<file path="config.mk">
export PLATFORM = sky130hd
export DESIGN_NAME = run_length_pixel_decoder
export DESIGN_NICKNAME = d
export VERILOG_FILES = /design/src/rtl/rlpd_pkg.sv /design/src/rtl/run_length_pixel_decoder.sv /design/src/rtl/rlpd_alu.sv
export SDC_FILE = /design/constraint.sdc
export NUM_CORES = 1
export LEC_CHECK = 0
export BUFFER_PORTS_ARGS = -buffer_cell sky130_fd_sc_hd__buf_2
export CORE_MARGIN = 5
export CORE_UTILIZATION = 30
export DETAILED_ROUTE_END_ITERATION = 10
export GPL_ROUTABILITY_DRIVEN = 1
export SLEW_MARGIN = 20
export SYNTH_ARGS = -nofsm -noshare
export SYNTH_HDL_FRONTEND = slang
export SYNTH_SLANG_ARGS = --single-unit
</file>
<file path="constraint.sdc">
create_clock -name clk_i -period 6.1 [get_ports clk_i]
set_clock_uncertainty 0.15 [all_clocks]
set_input_delay 0.305 -clock clk_i [delete_from_list [all_inputs] [get_ports clk_i]]
set_output_delay 0.305 -clock clk_i [all_outputs]
set_load 0.01 [all_outputs]
</file>
<file path="src/rtl/rlpd_pkg.sv">
package rlpd_pkg;

  // Widths fixed by the byte format and the register file
  localparam int unsigned CFG_W = 18;
  localparam int unsigned PIXEL_COUNT_BITS_DEFAULT = 18;
  localparam int unsigned RUN_W = 5;
  localparam int unsigned COLOUR_W = 3;

  // Register defaults after reset (640 x 256 pixels)
  localparam logic [CFG_W-1:0] FRAME_PIXELS_RESET = 18'd163840;
  localparam logic [CFG_W-1:0] OUTPUT_CAPACITY_RESET = 18'd163840;

  // Register indexes on the write port
  typedef enum logic [0:0] {
    REG_FRAME_PIXELS    = 1'b0,
    REG_OUTPUT_CAPACITY = 1'b1
  } rlpd_reg_e;

  // Sequencer states
  typedef enum logic [1:0] {
    ST_IDLE,
    ST_CHECK,
    ST_EMIT,
    ST_STATUS
  } rlpd_state_e;

  // One compressed byte request
  typedef struct packed {
    logic [7:0] code_byte;
    logic       first_byte;
    logic       last_byte;
  } rlpd_in_t;

  // One decoded pixel or status result
  typedef struct packed {
    logic                pixel_valid;
    logic [COLOUR_W-1:0] pixel_colour;
    logic                run_end;
    logic                image_done;
    logic                image_ok;
  } rlpd_out_t;

  // Compare flags from the shared adder
  typedef struct packed {
    logic over;   // sum passes the frame limit
    logic match;  // sum equals the frame size
  } rlpd_flags_t;

endpackage

</file>
<file path="src/rtl/run_length_pixel_decoder.sv">
// Channel  | Dir | Handshake                 | Payload
// ---------+-----+---------------------------+-----------------------------
// in       | in  | in_valid_i / in_stall_o   | in_item_i  (rlpd_in_t)
// out      | out | out_valid_o / out_stall_i | out_item_o (rlpd_out_t)
// cfg      | in  | cfg_we_i                  | cfg_index_i, cfg_data_i
//
// A byte is accepted, given a count check on the shared adder, then N = 1..32
// pixels or one status result (none for a non-last byte after a failure). The
// same adder counts the run down, one pixel a cycle unless the output stalls.
// The input is stalled from accept until the last result of the byte is in
// the output register; the next byte is accepted while that result waits.
// Reset clears the count, the failure flag and the registers to defaults.
module run_length_pixel_decoder
  import rlpd_pkg::*;
#(
  parameter int unsigned PIXEL_COUNT_BITS = PIXEL_COUNT_BITS_DEFAULT
) (
  input  logic             clk_i,
  input  logic             rst_ni,
  input  logic             in_valid_i,
  output logic             in_stall_o,
  input  rlpd_in_t         in_item_i,
  output logic             out_valid_o,
  input  logic             out_stall_i,
  output rlpd_out_t        out_item_o,
  input  logic             cfg_we_i,
  input  logic [0:0]       cfg_index_i,
  input  logic [CFG_W-1:0] cfg_data_i
);

  localparam int unsigned SumW =
    ((PIXEL_COUNT_BITS > CFG_W) ? PIXEL_COUNT_BITS : CFG_W) + 1;

  rlpd_state_e state_q, state_d;
  logic [CFG_W-1:0] frame_q, cap_q;
  logic [PIXEL_COUNT_BITS-1:0] count_q, count_d;
  logic failed_q, failed_d;
  logic [7:0] code_q, code_d;
  logic last_q, last_d;
  logic ok_q, ok_d;
  logic [RUN_W-1:0] remain_q, remain_d;
  logic out_valid_q, out_valid_d;
  rlpd_out_t out_q, out_d;

  logic [SumW-1:0] alu_a, alu_b, alu_sum;
  logic alu_cin;
  rlpd_flags_t alu_flags;
  logic slot_free;
  logic run_last;

  rlpd_alu #(
    .PIXEL_COUNT_BITS(PIXEL_COUNT_BITS)
  ) u_alu (
    .a_i           (alu_a),
    .b_i           (alu_b),
    .cin_i         (alu_cin),
    .frame_pixels_i(frame_q),
    .sum_o         (alu_sum),
    .flags_o       (alu_flags)
  );

  assign slot_free   = !out_valid_q || !out_stall_i;
  assign run_last    = (remain_q == '0);
  assign in_stall_o  = (state_q != ST_IDLE);
  assign out_valid_o = out_valid_q;
  assign out_item_o  = out_q;

  // Configuration registers
  always_ff @(posedge clk_i or negedge rst_ni) begin
    if (!rst_ni) begin
      frame_q <= FRAME_PIXELS_RESET;
      cap_q   <= OUTPUT_CAPACITY_RESET;
    end else if (cfg_we_i) begin
      case (cfg_index_i)
        REG_FRAME_PIXELS:    frame_q <= cfg_data_i;
        REG_OUTPUT_CAPACITY: cap_q   <= cfg_data_i;
        default: ;
      endcase
    end
  end

  // Sequencer: next state, datapath control and output loading
  always_comb begin
    state_d     = state_q;
    count_d     = count_q;
    failed_d    = failed_q;
    code_d      = code_q;
    last_d      = last_q;
    ok_d        = ok_q;
    remain_d    = remain_q;
    out_valid_d = out_valid_q;
    out_d       = out_q;
    // default adder use: count + run length
    alu_a       = SumW'(count_q);
    alu_b       = SumW'(code_q[RUN_W-1:0]);
    alu_cin     = 1'b1;

    if (out_valid_q && !out_stall_i) begin
      out_valid_d = 1'b0;
    end

    case (state_q)
      ST_IDLE: begin
        if (in_valid_i) begin
          code_d = in_item_i.code_byte;
          last_d = in_item_i.last_byte;
          if (in_item_i.first_byte) begin
            count_d  = '0;
            failed_d = 1'b0;
          end
          state_d = ST_CHECK;
        end
      end
      ST_CHECK: begin
        if (failed_q) begin
          state_d = last_q ? ST_STATUS : ST_IDLE;
        end else if ((cap_q < frame_q) || alu_flags.over) begin
          failed_d = 1'b1;
          state_d  = ST_STATUS;
        end else begin
          count_d  = alu_sum[PIXEL_COUNT_BITS-1:0];
          ok_d     = last_q && alu_flags.match;
          remain_d = code_q[RUN_W-1:0];
          state_d  = ST_EMIT;
        end
      end
      ST_EMIT: begin
        // adder counts the run down
        alu_a   = SumW'(remain_q);
        alu_b   = '1;
        alu_cin = 1'b0;
        if (slot_free) begin
          out_valid_d        = 1'b1;
          out_d.pixel_valid  = 1'b1;
          out_d.pixel_colour = code_q[7:5];
          out_d.run_end      = run_last;
          out_d.image_done   = run_last && last_q;
          out_d.image_ok     = run_last && ok_q;
          remain_d           = alu_sum[RUN_W-1:0];
          if (run_last) begin
            state_d = ST_IDLE;
          end
        end
      end
      ST_STATUS: begin
        if (slot_free) begin
          out_valid_d        = 1'b1;
          out_d.pixel_valid  = 1'b0;
          out_d.pixel_colour = '0;
          out_d.run_end      = 1'b1;
          out_d.image_done   = last_q;
          out_d.image_ok     = 1'b0;
          state_d            = ST_IDLE;
        end
      end
      default: begin
        state_d = ST_IDLE;
      end
    endcase
  end

  // Control state
  always_ff @(posedge clk_i or negedge rst_ni) begin
    if (!rst_ni) begin
      state_q     <= ST_IDLE;
      count_q     <= '0;
      failed_q    <= 1'b0;
      out_valid_q <= 1'b0;
    end else begin
      state_q     <= state_d;
      count_q     <= count_d;
      failed_q    <= failed_d;
      out_valid_q <= out_valid_d;
    end
  end

  // Payload registers
  always_ff @(posedge clk_i) begin
    code_q   <= code_d;
    last_q   <= last_d;
    ok_q     <= ok_d;
    remain_q <= remain_d;
    out_q    <= out_d;
  end

endmodule

</file>
<file path="src/rtl/rlpd_alu.sv">
module rlpd_alu
  import rlpd_pkg::*;
#(
  parameter int unsigned PIXEL_COUNT_BITS = PIXEL_COUNT_BITS_DEFAULT,
  localparam int unsigned SumW =
    ((PIXEL_COUNT_BITS > CFG_W) ? PIXEL_COUNT_BITS : CFG_W) + 1
) (
  input  logic [SumW-1:0]  a_i,
  input  logic [SumW-1:0]  b_i,
  input  logic             cin_i,
  input  logic [CFG_W-1:0] frame_pixels_i,
  output logic [SumW-1:0]  sum_o,
  output rlpd_flags_t      flags_o
);

  localparam logic [SumW-1:0] CountMax =
    {{(SumW-PIXEL_COUNT_BITS){1'b0}}, {PIXEL_COUNT_BITS{1'b1}}};

  logic [SumW-1:0] frame_w;
  logic [SumW-1:0] limit;

  // Limit is the frame size, clipped to what the counter can hold
  assign frame_w = SumW'(frame_pixels_i);
  assign limit   = (frame_w < CountMax) ? frame_w : CountMax;

  // Shared adder with carry in, plus its two compares
  assign sum_o         = a_i + b_i + SumW'(cin_i);
  assign flags_o.over  = (sum_o > limit);
  assign flags_o.match = (sum_o == frame_w);

endmodule

</file>
# ---- After elaboration in Yosys (flattened, before gate mapping)
# Cells that the tools add are included.
dict set report word_totals {
  reg_bits 80
  inputBits 34
  out_inout_bits 9
  elab_cells 90
}
dict set report op_classes {
  addsub 2
  order_cmp 3
  eq_ne 11
  muxes 32
  n_bitwise 3
  reduce_logical 24
}
# op n
set op_table {}
lappend op_table {{18-bit two-way mux} 6}
lappend op_table {{18-bit case mux with 2 select lines} 1}
lappend op_table {{18-bit by 19-bit adder with 19-bit output} 1}
lappend op_table {{19-bit by 1-bit adder with 19-bit output} 1}
lappend op_table {{19-bit by 18-bit == test with 1-bit output} 1}
lappend op_table {{19-bit > comparator} 1}
lappend op_table {{19-bit two-way mux} 1}
lappend op_table {{18-bit less-than comparator} 1}
lappend op_table {{18-bit less-than comparator, second input constant} 1}
lappend op_table {{5-bit two-way mux} 3}
lappend op_table {{7-bit two-way mux} 2}
lappend op_table {{2-bit != test, second input constant} 7}
lappend op_table {{7-bit case mux with 2 select lines} 1}
lappend op_table {{2-bit two-way mux} 6}
lappend op_table {{5-bit case mux with 2 select lines} 1}
lappend op_table {{1-bit two-way mux} 9}
lappend op_table {{3-bit AND reduction} 3}
lappend op_table {{2-bit case mux with 4 select lines} 1}
lappend op_table {{4-bit AND reduction} 2}
lappend op_table {{2-bit nonzero test} 4}
lappend op_table {{2-bit AND reduction} 3}
lappend op_table {{5-bit logical NOT} 1}
lappend op_table {{5-bit AND reduction} 1}
lappend op_table {{2-bit == test, second input constant} 2}
lappend op_table {{other kinds (8)} 15}

# ---- Logic depth before layout (Yosys ltp)
# Gate-level depths: netlist of the first run.
dict set report depth {
  word_depth 9
  mapped_depth 27
  mapped_depth_nobuf 21
}

# ---- Cells and area by module
# A second synthesis of the first run with hierarchy kept.
dict set report unflattened {
  cells_unflattened 592
  hier_area_um2 5549.1
}
# mod n_inst cells_each area_each_um2 seq_area_each_um2
set modules_own_cells {}
lappend modules_own_cells {run_length_pixel_decoder 1 315 3594.7 2117.0}
lappend modules_own_cells {rlpd_alu 1 277 1954.4 0.0}

# ---- Worst setup path after synthesis of the first run
# OpenSTA, ideal clock, no wires.
dict set report synth_timing {
  path_type {flip-flop to flip-flop}
  from {register state_q[1]}
  to {register remain_q[0] (enable)}
  setup_ns 0.311
  t_arrival_ns 5.214
  t_required_ns 5.639
  setup_slack_ns 0.426
  path_stages_with_launch 27
  n_path_buf 6
  period_less_slack_ns 5.674
  path_cell_list {dfrtp_1 > buf_2 > and2b_4 > inv_1 > buf_2 > buf_1 > clkbuf_1 > nand2_1 > nand2_1 > fa_1 > inv_1 > fa_1 > and2b_1 > o221ai_2 > a22o_1 > a211oi_2 > inv_1 > ha_1 > nand4_1 > or2_2 > nor3_1 > o221ai_1 > nor3_2 > and2_1 > buf_2 > buf_6 > a21o_1}
}
dict set report synth_via {
  elab_chain_cells 8
  word_cells_on_any_way 14
  classes_between {add/sub: 2; order compare: 1; eq/ne: 5; mux: 3; reduce/logical: 3}
}
# item line_no
set synth_lines {}
lappend synth_lines {{start, declared} run_length_pixel_decoder.sv:34} ;# rlpd_state_e state_q, state_d;
lappend synth_lines {{start signal, assigned} run_length_pixel_decoder.sv:170} ;# state_q <= state_d;
lappend synth_lines {{2-bit == test} run_length_pixel_decoder.sv:102} ;# case (state_q)
lappend synth_lines {{18-bit two-way mux / 19-bit two-way mux (equally long branches)} run_length_pixel_decoder.sv:102}
lappend synth_lines {{18-bit by 19-bit adder with 19-bit output} rlpd_alu.sv:27} ;# assign sum_o = a_i + b_i + SumW'(cin_i);
lappend synth_lines {{19-bit by 1-bit adder with 19-bit output} rlpd_alu.sv:27}
lappend synth_lines {{19-bit > comparator} rlpd_alu.sv:28} ;# assign flags_o.over = (sum_o > limit);
lappend synth_lines {{1-bit logical OR} run_length_pixel_decoder.sv:117} ;# end else if ((cap_q < frame_q) || alu_flags.over) begin
lappend synth_lines {{2-bit != test (no line)} --}
lappend synth_lines {{4-bit AND reduction (no line) *} --}
lappend synth_lines {{end signal, assigned} run_length_pixel_decoder.sv:182} ;# remain_q <= remain_d;
lappend synth_lines {{end, declared} run_length_pixel_decoder.sv:41} ;# logic [RUN_W-1:0] remain_q, remain_d;
# Every way passes the cells marked *; elsewhere a longest branch is shown, timed or not.
# A chain may end at the register's enable or synchronous reset.

# ---- Worst setup path after layout of the first run
dict set report layout_timing {
  from {register state_q[0]}
  to {register remain_q[2] (enable)}
}
# Same word-level chain as after synthesis.

==> flow_summary.yaml, run 1 <==
run_status:
  status: "finished, violations left"
  violations: "negative hold slack"
cts:
  cts_tree: "done"
  cts.clk_slew.worst_paths_ns: 0.06
  cts_buffer_depth: 2
  cts_setup_buffers: 0
  cts-hold-fix-buffers: 8
  clock-sinks: 80
  clock-root-buffer: "clkbuf_16"
  cts.repair.resized: 0
  h-tree-depth: 3
  insertion_delay_ns: 0.35
  numCtsBuffers: 9
floorplan:
  fp.dieW_microns: 143
  fp-row-count: 48
  core_sq_mm: 0.0174
  die-area_sq_mm: 0.0205
  die_h_microns: 143
  initial_utilization_pct: 30.7
  io_pins: 43
sta:
  final.setup.tns_ns: 0
  setup_violations: 0
  period_minus_slack_ns: 5.32
  rsz0062_at_grt: "no"
  whs_ns: -0.0244
  max_slew.worst_pin.slew_ns: 0.822
  fmax_ghz: 0.188
  relSlewSlack_pct: 45.0
  period_share_pct: 87.1
  slew_viol_final: 0
  hold_viol: 37
synthesis:
  synthDistinctLibCells: 70
  yosysTopAreaCell: "dfrtp_1"
  yosys_most_used_dff: "dfrtp_1"
  ys_ff_latch: 80
  yosysWarnings: 0
  async_flop_share_pct: 72.5
  synth_edf_count: 22
  synthTopCellsByArea: "dfrtp_1, edfxtp_1, ha_1"
  syn_inst: 588
  yosysSeqAreaShare_pct: 39.8
  syn_nets: 663
  synthesis.area_sq_mm: 0.00532
  synth_top_area_share_pct: 25.4
  avgSynthCellArea_sq_um: 9.05
routing:
  routed_via_density: 5.17
  wirelength_microns: 13400
  initialDrtViolationCount: 358
  routedWlPerCell_microns: 15.6
  vias: 4428
  drc: 0
  drtAntennaViolNets: 0
  first_pass_iters: 5
global_route:
  track_usage_pct: 13.6
  gr-total-overflow: 0
  antenna_found_initial: 0
  grt_util_met1_pct: 19.9
  use_met3_pct: 3.18
  grt_pass1_wl_microns: 22300
  busiest_layer: "met1"
  grtUsageMet2_pct: 19.6
  grt_pass1_vias: 4244
  grt_max_degree: 59
critical_path:
  critPathKind: "reg2reg"
  arrival_ns: 5.20
  critical_path.cell_chain: "and2b_4, inv_1, nand2b_1, fa_1, a211oi_1, o21ai_1, o221a_2, and3_1, o32ai_1, inv_1, ha_1, nand4_1, or2_2, nor3_1, o221ai_1, nor3_2, and2_1, a21o_1"
  critPathMaxStageDelay_ns: 0.44
  required_ns: 5.99
  cpMaxStageDelayCell: "dfrtp_1"
  crit_top_cell: "inv_1"
  end_kind: "register"
  rr_endpoint: "remain_q[2]"
  cp-start-kind: "register"
  r2r_cells: 18
  r2r_slack_ns: 0.78
  cp_max_fo: 18
  rr_startpoint: "state_q[0]"
final_layout:
  area_delta_synth_final_pct: 14.9
  multi_input_area_sq_mm: 0.00284
  area.sequential_sq_mm: 0.00212
  nets: 702
  fillers: 1812
  drive_gt1_share_pct: 17.4
  diodes: 0
pwr:
  p_per_area_mw_per_mm2: 518
  peakVddDrop_mv: 0.191
  p_leak_nw: 2.64
placed_design:
  io_buffers: 42
  dp_hpwl_microns: 9930
  place.gp.congestion: 0.933
worst_hold_path:
  hold_path.class: "in2async"
run:
  drv_cap: 0
==> kinds of logic after synthesis <==
kind of cell | Yosys count | synth area share [%]
adders and majority gates | 41 | 9.92
DFF | 80 | 39.8
and+or+nand+nor | 196 | 18.3
buffers and inverters | 86 | 6.84
muxes | 19 | 4.02
xor gates and xnor gates | 18 | 3.22
AOI/OAI and AO/OA | 148 | 17.9
==> flip-flops by register name, indices dropped and copies added, names as in the netlist <==
signal	count
remain_q	5
ok_q	1
count_q	18
code_q	8
frame_q	18
out_valid_o	1
out_item_o	7
last_q	1
failed_q	1
cap_q	18
state_q	2
==> layout by cell type (no fill, tap or decap), types with 10 or more instances in the layout <==
master / count
mux2_2: 19
dfrtp_1: 54
inv_1: 55
clkbuf_16: 10
ha_1: 39
nor2_1: 25
o21ai_0: 50
edfxtp_1: 22
xnor2_1: 12
a21oi_1: 29
nand3_1: 29
buf_2: 42
a21o_1: 10
nand2_1: 81
==> cells in the mapped netlist, types with 3 or more instances <==
master / n
xnor2_1: 12
inv_1: 55
o2111ai_1: 3
nand4_1: 8
edfxtp_1: 22
mux2_2: 19
clkbuf_1: 15
xor2_1: 5
o221ai_1: 5
nor2b_1: 5
nand3_1: 29
a21oi_1: 29
o21ai_0: 50
nand2_1: 81
nor3_2: 3
o21ai_1: 9
dfstp_2: 4
o22ai_1: 5
nand2b_1: 7
o211ai_1: 3
nor2_1: 25
nor4_1: 3
and2_1: 9
a211oi_1: 3
and3_1: 3
a21o_1: 10
ha_1: 39
buf_2: 11
dfrtp_1: 54
nor4_2: 3
nor3_1: 6
==> critical path, delay by kind of cell (launching register included) <==
kind                     cells  cell delay (ns)
AO/OA/AOI/OAI                6             1.54
adder cells (fa/ha/maj)      2             0.71
flip-flops                   1             0.44
buffers and inverters        2             0.48
AND/OR/NAND/NOR              8             1.67
==> worst max path at each step <==
stage | startpoint | to | slack, ns | cells after the start
floorplan | state_q[1] | remain_q[0] | 0.43 | 26
global placement | state_q[1] | remain_q[0] | 0.85 | 19
detailed placement | state_q[1] | remain_q[0] | 0.80 | 21
CTS | state_q[1] | remain_q[2] | 0.78 | 20
global route | state_q[0] | remain_q[2] | 0.18 | 19
finish | state_q[0] | remain_q[2] | 0.78 | 18
==> stage by stage <==
step                area (sq um)  setup WS [ns]  util, %  instances  power, W
global placement            5720          0.855     33.0        832   0.00261
finish                      6110          0.785     35.2        857   0.00317
global route                6110          0.176     35.2        857   0.00346
detailed placement          5720          0.799     33.0        832   0.00261
CTS                         6100          0.781     35.2        856   0.00318
floorplan                   5320          0.426        -        588   0.00216
==> routing by layer <==
layer  wire length, microns  part of all wire (%)  vias to the layer above
li1                       -                     -                     2163
met4                    326                   2.4                        0
met2                   5620                    42                      151
met1                   6440                    48                     2084
met3                    966                   7.2                       30
met5                      0                     0                        -
==> final cells by class <==
cell class	count	share of cell area [%]
multi-input combinational	422	46.5
timing repair buffer	59	5.89
tap	225	4.60
sequential	80	34.6
clock inverter	4	0.552
inverter	55	3.38
clock buffer	12	4.44
==> report_power, final <==
| part | total, W | switching, W | internal (W) |
|---|---|---|---|
| registers | 0.000831 | 0.000127 | 0.000704 |
| logic | 0.00180 | 0.00110 | 0.000701 |
| clock network | 0.000542 | 0.000223 | 0.000319 |
| total | 0.00317 | 0.00145 | 0.00172 |
(Power assumes the default switching activity.)
==> inputs of run 2 (changes only) <==
--- a/config.mk
+++ b/config.mk
@@ -8,8 +8,10 @@
 export BUFFER_PORTS_ARGS = -buffer_cell sky130_fd_sc_hd__buf_2
 export CORE_MARGIN = 5
 export CORE_UTILIZATION = 30
+export CTS_CLUSTER_DIAMETER = 80
 export DETAILED_ROUTE_END_ITERATION = 10
 export GPL_ROUTABILITY_DRIVEN = 1
+export PLACE_DENSITY = 0.56
 export SLEW_MARGIN = 20
 export SYNTH_ARGS = -nofsm -noshare
 export SYNTH_HDL_FRONTEND = slang
==> flow_summary.yaml, run 2 (synthesized netlist as in run 1, its figures left out) <==
run_status:
  status: "finished, violations left"
  violations: "negative hold slack"
global_route:
  grt_max_degree: 59
  grt_pass1_vias: 4436
  gr-total-overflow: 0
  track_usage_pct: 14.2
  grt_pass1_wl_microns: 23000
  antenna_found_initial: 0
critical_path:
  crit_buf_inv: 3
  rr_startpoint: "state_q[0]"
  crit_top_cell: "inv_1"
  end_kind: "register"
  r2r_slack_ns: 0.53
  rr_endpoint: "remain_q[0]"
  cp_max_fo: 18
  cp-start-kind: "register"
  critical_path.cell_chain: "and2b_4, inv_1, buf_4, fa_1, a211oi_1, o21ai_1, o221a_2, and3_1, o32ai_1, inv_1, ha_1, nand4_1, or2_2, a21oi_1, nor4_1, o221ai_1, nor3_2, and2_1, a21o_1"
  required_ns: 5.98
  r2r_cells: 19
  crit_cells: 19
  critPathKind: "reg2reg"
  arrival_ns: 5.45
  cpMaxStageDelayCell: "dfrtp_1"
  path_delay_family: "simple AND/OR/NAND/NOR gates"
  critPathMaxStageDelay_ns: 0.49
cts:
  cts_tree: "done"
  cts.clk_slew.worst_paths_ns: 0.06
  insertion_delay_ns: 0.34
  h-tree-depth: 3
  clock-sinks: 80
  numCtsBuffers: 9
  cts.repair.resized: 0
  clock-root-buffer: "clkbuf_16"
  cts_buffer_depth: 2
placed_design:
  dpl.cell_count: 831
  dpl_cell_area_sq_mm: 0.00572
  dp_hpwl_microns: 10600
  io_buffers: 42
  place.gp.congestion: 0.917
routing:
  drtAntennaViolNets: 0
  vias: 4448
  routed_via_density: 5.19
  route.met3.wl_microns: 801
  drc: 0
  wl_met1_microns: 6780
  routedWlPerCell_microns: 16.7
  first_pass_iters: 5
  met2WireLength_microns: 6410
  wirelength_microns: 14300
  highest_layer: "met4"
  initialDrtViolationCount: 359
run:
  drv_cap: 0
final_layout:
  reg.largest.list: "cap_q: 18 flops, count_q: 18 flops, frame_q: 18 flops"
  nets: 702
  post_layout_nonfiller_instances: 857
  diodes: 0
  fillers: 1809
  mostFrequentLayoutCells: "nand2_1, inv_1, dfrtp_1, o21ai_0, buf_2"
  final_common_cell: "nand2_1"
  area_delta_synth_final_pct: 14.7
  drive_gt1_share_pct: 17.1
  fin_area_sq_mm: 0.00610
sta:
  max_slew.worst_pin.slew_ns: 0.860
  fmax_ghz: 0.180
  relSlewSlack_pct: 42.5
  rsz0062_at_grt: "no"
  hold_viol: 5
  slew_viol_final: 0
  whs_ns: -0.0118
  final.setup.tns_ns: 0
  setup_violations: 0
  period_minus_slack_ns: 5.57
  period_share_pct: 91.2
pwr:
  p_total_w: 0.00322
  peakVddDrop_mv: 0.237
  p_per_area_mw_per_mm2: 527
  p_leak_nw: 2.64
worst_hold_path:
  hold_path.class: "in2async"
floorplan:
  core_sq_mm: 0.0174
  fp-row-count: 48
  die_h_microns: 143
  fp.dieW_microns: 143
  initial_utilization_pct: 30.7
  io_pins: 43
  die-area_sq_mm: 0.0205
## run 2: power by group
part | leakage, nW | switching, W | internal [W]
registers | 0.926 | 0.000131 | 0.000704
logic | 1.57 | 0.00114 | 0.000711
clock network | 0.142 | 0.000226 | 0.000302
total | 2.64 | 0.00150 | 0.00172
## run 2: final cells by class
class | count | area [sq um] | share of cell area [%]
inverters | 55 | 206 | 3.38
clock inverters | 5 | 36.3 | 0.594
clock buffers | 11 | 254 | 4.16
well taps | 225 | 282 | 4.61
multi-input cells | 423 | 2860 | 46.8
repair buffers | 58 | 353 | 5.78
flip-flops and latches | 80 | 2120 | 34.7
## run 2: repair_timing
item | 4_1_cts | 5_1_grt
endpoints found under the setup margin | 0 | 6
buffers inserted | 0 | 0
hold buffers | 9 | 0
endpoints found under the hold margin | 9 | 0
## run 2: worst max-delay path by stage
stage | startpoint | end
after CTS | state_q[0] | remain_q[4]
after global placement | state_q[0] | remain_q[4]
after floorplan | state_q[1] | remain_q[0]
after global routing | state_q[1] | count_q[9]
after detailed placement | state_q[0] | remain_q[4]
final | state_q[0] | remain_q[0]
## run 2: stage by stage
stage,setup slack (ns),utilization [%]
after floorplan,0.426,-
after global placement,0.643,32.9
after detailed placement,0.546,32.9
after CTS,0.522,35.1
after global routing,0.110,35.2
final,0.534,35.2
## run 2: metal layers
metal  vias up  global-route usage, %
met4         0                   4.75
met5         -                      0
met1      2121                   19.5
met2       138                   22.2
met3        25                   3.08
li1       2164                      -
==> inputs of run 3 (changes only) <==
--- a/config.mk
+++ b/config.mk
@@ -11,6 +11,7 @@
 export CTS_CLUSTER_DIAMETER = 80
 export DETAILED_ROUTE_END_ITERATION = 10
 export GPL_ROUTABILITY_DRIVEN = 1
+export GPL_TIMING_DRIVEN = 0
 export PLACE_DENSITY = 0.56
 export SLEW_MARGIN = 20
 export SYNTH_ARGS = -nofsm -noshare
==> flow_summary.yaml, run 3 (synthesized netlist as in run 1, its figures left out) <==
critical_path:
  end_kind: "register"
  arrival_ns: 5.64
  critPathMaxStageDelay_ns: 0.45
  cpMaxStageDelayCell: "dfrtp_2"
  cp_max_fo: 10
  crit_top_cell: "buf_6"
  rr_startpoint: "state_q[0]"
  r2r_cells: 24
  critPathKind: "reg2reg"
  required_ns: 6.00
  critical_path.cell_chain: "and2b_4, clkbuf_8, buf_6, buf_6, nand2_1, nand2_1, fa_1, inv_1, fa_1, and2b_2, o221ai_4, a22o_1, a211oi_2, inv_1, ha_1, nand4_1, or2_2, nor3_1, o221ai_1, nor3_2, and2_1, clkbuf_4, buf_6, a21o_4"
  startpoint: "state_q[0]"
  cp-start-kind: "register"
sta:
  period_share_pct: 94.2
  rsz0062_at_grt: "no"
  setup_slack_ns: 0.356
  max_slew.worst_pin.slew_ns: 0.756
  final.setup.tns_ns: 0
  setup_violations: 0
  relSlewSlack_pct: 49.6
  fmax_ghz: 0.174
  slew_viol_final: 0
  hold_viol: 0
  period_minus_slack_ns: 5.74
worst_hold_path:
  holdPathStages: 3
  hold_start: "cfg_data_i[14]"
  hold_path.class: "in2reg"
final_layout:
  final_common_cell: "nand2_1"
  post_layout_nonfiller_instances: 889
  mostFrequentLayoutCells: "nand2_1, inv_1, dfrtp_1, buf_2, o21ai_0"
  diodes: 0
  area_delta_synth_final_pct: 19.7
  reg.largest.list: "cap_q: 18 flops, count_q: 18 flops, frame_q: 18 flops"
  fillers: 1786
  nets: 734
  drive_gt1_share_pct: 20.3
pwr:
  switching_share_pct: 45.7
  pwr-share-seq_pct: 23.5
  p_int_w: 0.00183
  clkPwrFrac_pct: 15.5
  p_per_area_mw_per_mm2: 529
  p_leak_nw: 2.75
  peakVddDrop_mv: 0.222
  pwr-share-comb_pct: 61.0
  p_total_w: 0.00337
  p_switching_w: 0.00154
routing:
  drtAntennaViolNets: 0
  routedWlPerCell_microns: 15.9
  wirelength_microns: 14100
  routed_via_density: 5.09
  drc: 0
  first_pass_iters: 5
  vias: 4529
  initialDrtViolationCount: 332
cts:
  numCtsBuffers: 9
  h-tree-depth: 3
  cts_buffer_depth: 2
  cts.clk_slew.worst_paths_ns: 0.06
  insertion_delay_ns: 0.34
  clock-root-buffer: "clkbuf_16"
  clock-sinks: 80
  cts_tree: "done"
global_route:
  track_usage_pct: 14.3
  grt_max_degree: 42
  grt_pass1_wl_microns: 23300
  antenna_found_initial: 0
  gr-total-overflow: 0
  grt_pass1_vias: 4454
placed_design:
  dp_hpwl_microns: 10700
  dp_slack_ns: -0.839
  place.gp.congestion: 0.922
  dpl.cell_count: 856
  io_buffers: 42
floorplan:
  die-area_sq_mm: 0.0205
  die_h_microns: 143
  io_pins: 43
  fp-row-count: 48
  initial_utilization_pct: 30.7
  core_sq_mm: 0.0174
  fp.dieW_microns: 143
run_status:
  status: "finished, final reports clean"
run:
  drv_cap: 0
## run 3: per-stage QoR
step                      utilization, %  area (sq um)  hold slack [ns]
after floorplan                        -          5320           -0.141
after global placement              33.5          5810            0.329
final                               36.7          6370           0.0292
after detailed placement            33.6          5840           0.0633
after CTS                           36.2          6280           0.0171
after global routing                36.7          6370           0.0451
## run 3: final timing paths
check / endpoint / slack (ns)
min in group asynchronous: count_q[16] / 0.24
worst min-delay path: frame_q[14] / 0.03
worst min register to register: cap_q[0] / 0.35
worst max register to register: remain_q[4] / 0.36
worst max-delay path: remain_q[4] / 0.36
max in group asynchronous: frame_q[17] / 4.99
## run 3: metal layers
layer  up-vias  share of wire, %  GRT usage, %
li1       2232                 -             -
met1      2101                48          20.3
met2       174                43          21.4
met3        22               6.9          3.11
met4         0               2.3          4.85
met5         -                 0             0
## run 3: what timing repair did
item | in CTS | in global routing
setup buffers | 1 | 7
endpoints found under the hold margin | 26 | 0
gates resized for setup | 14 | 16
hold buffers | 10 | 0
pin swaps | 3 | 3
endpoints found under the setup margin | 26 | 26
## run 3: critical path: cells and delay by family, from the launching register on
family	cells	cell delay (ns)
flops	1	0.45
simple gates	9	1.88
compound gates	5	0.99
buf+inv	7	1.03
fa+ha+maj	3	0.94
## run 3: final cells by class
class                   instances  area (sq um)  area share [%]
inverters                      55           210            3.30
plain buffers                  30           181            2.85
multi-input cells             422          2900            45.5
well taps                     225           282            4.42
clock buffers                  12           258            4.04
repair buffers                 61           393            6.16
clock inverters                 4          28.8           0.452
flip-flops and latches         80          2120            33.2
## run 3: power by group through the flow
stage | logic (W) | clock network (W) | registers, W
CTS | 0.00196 | 0.000542 | 0.000791
floorplan | 0.00138 | 0 | 0.000781
global route | 0.00229 | 0.000558 | 0.000809
global placement | 0.00188 | 0 | 0.000799
detailed placement | 0.00187 | 0 | 0.000801
finish | 0.00206 | 0.000522 | 0.000792
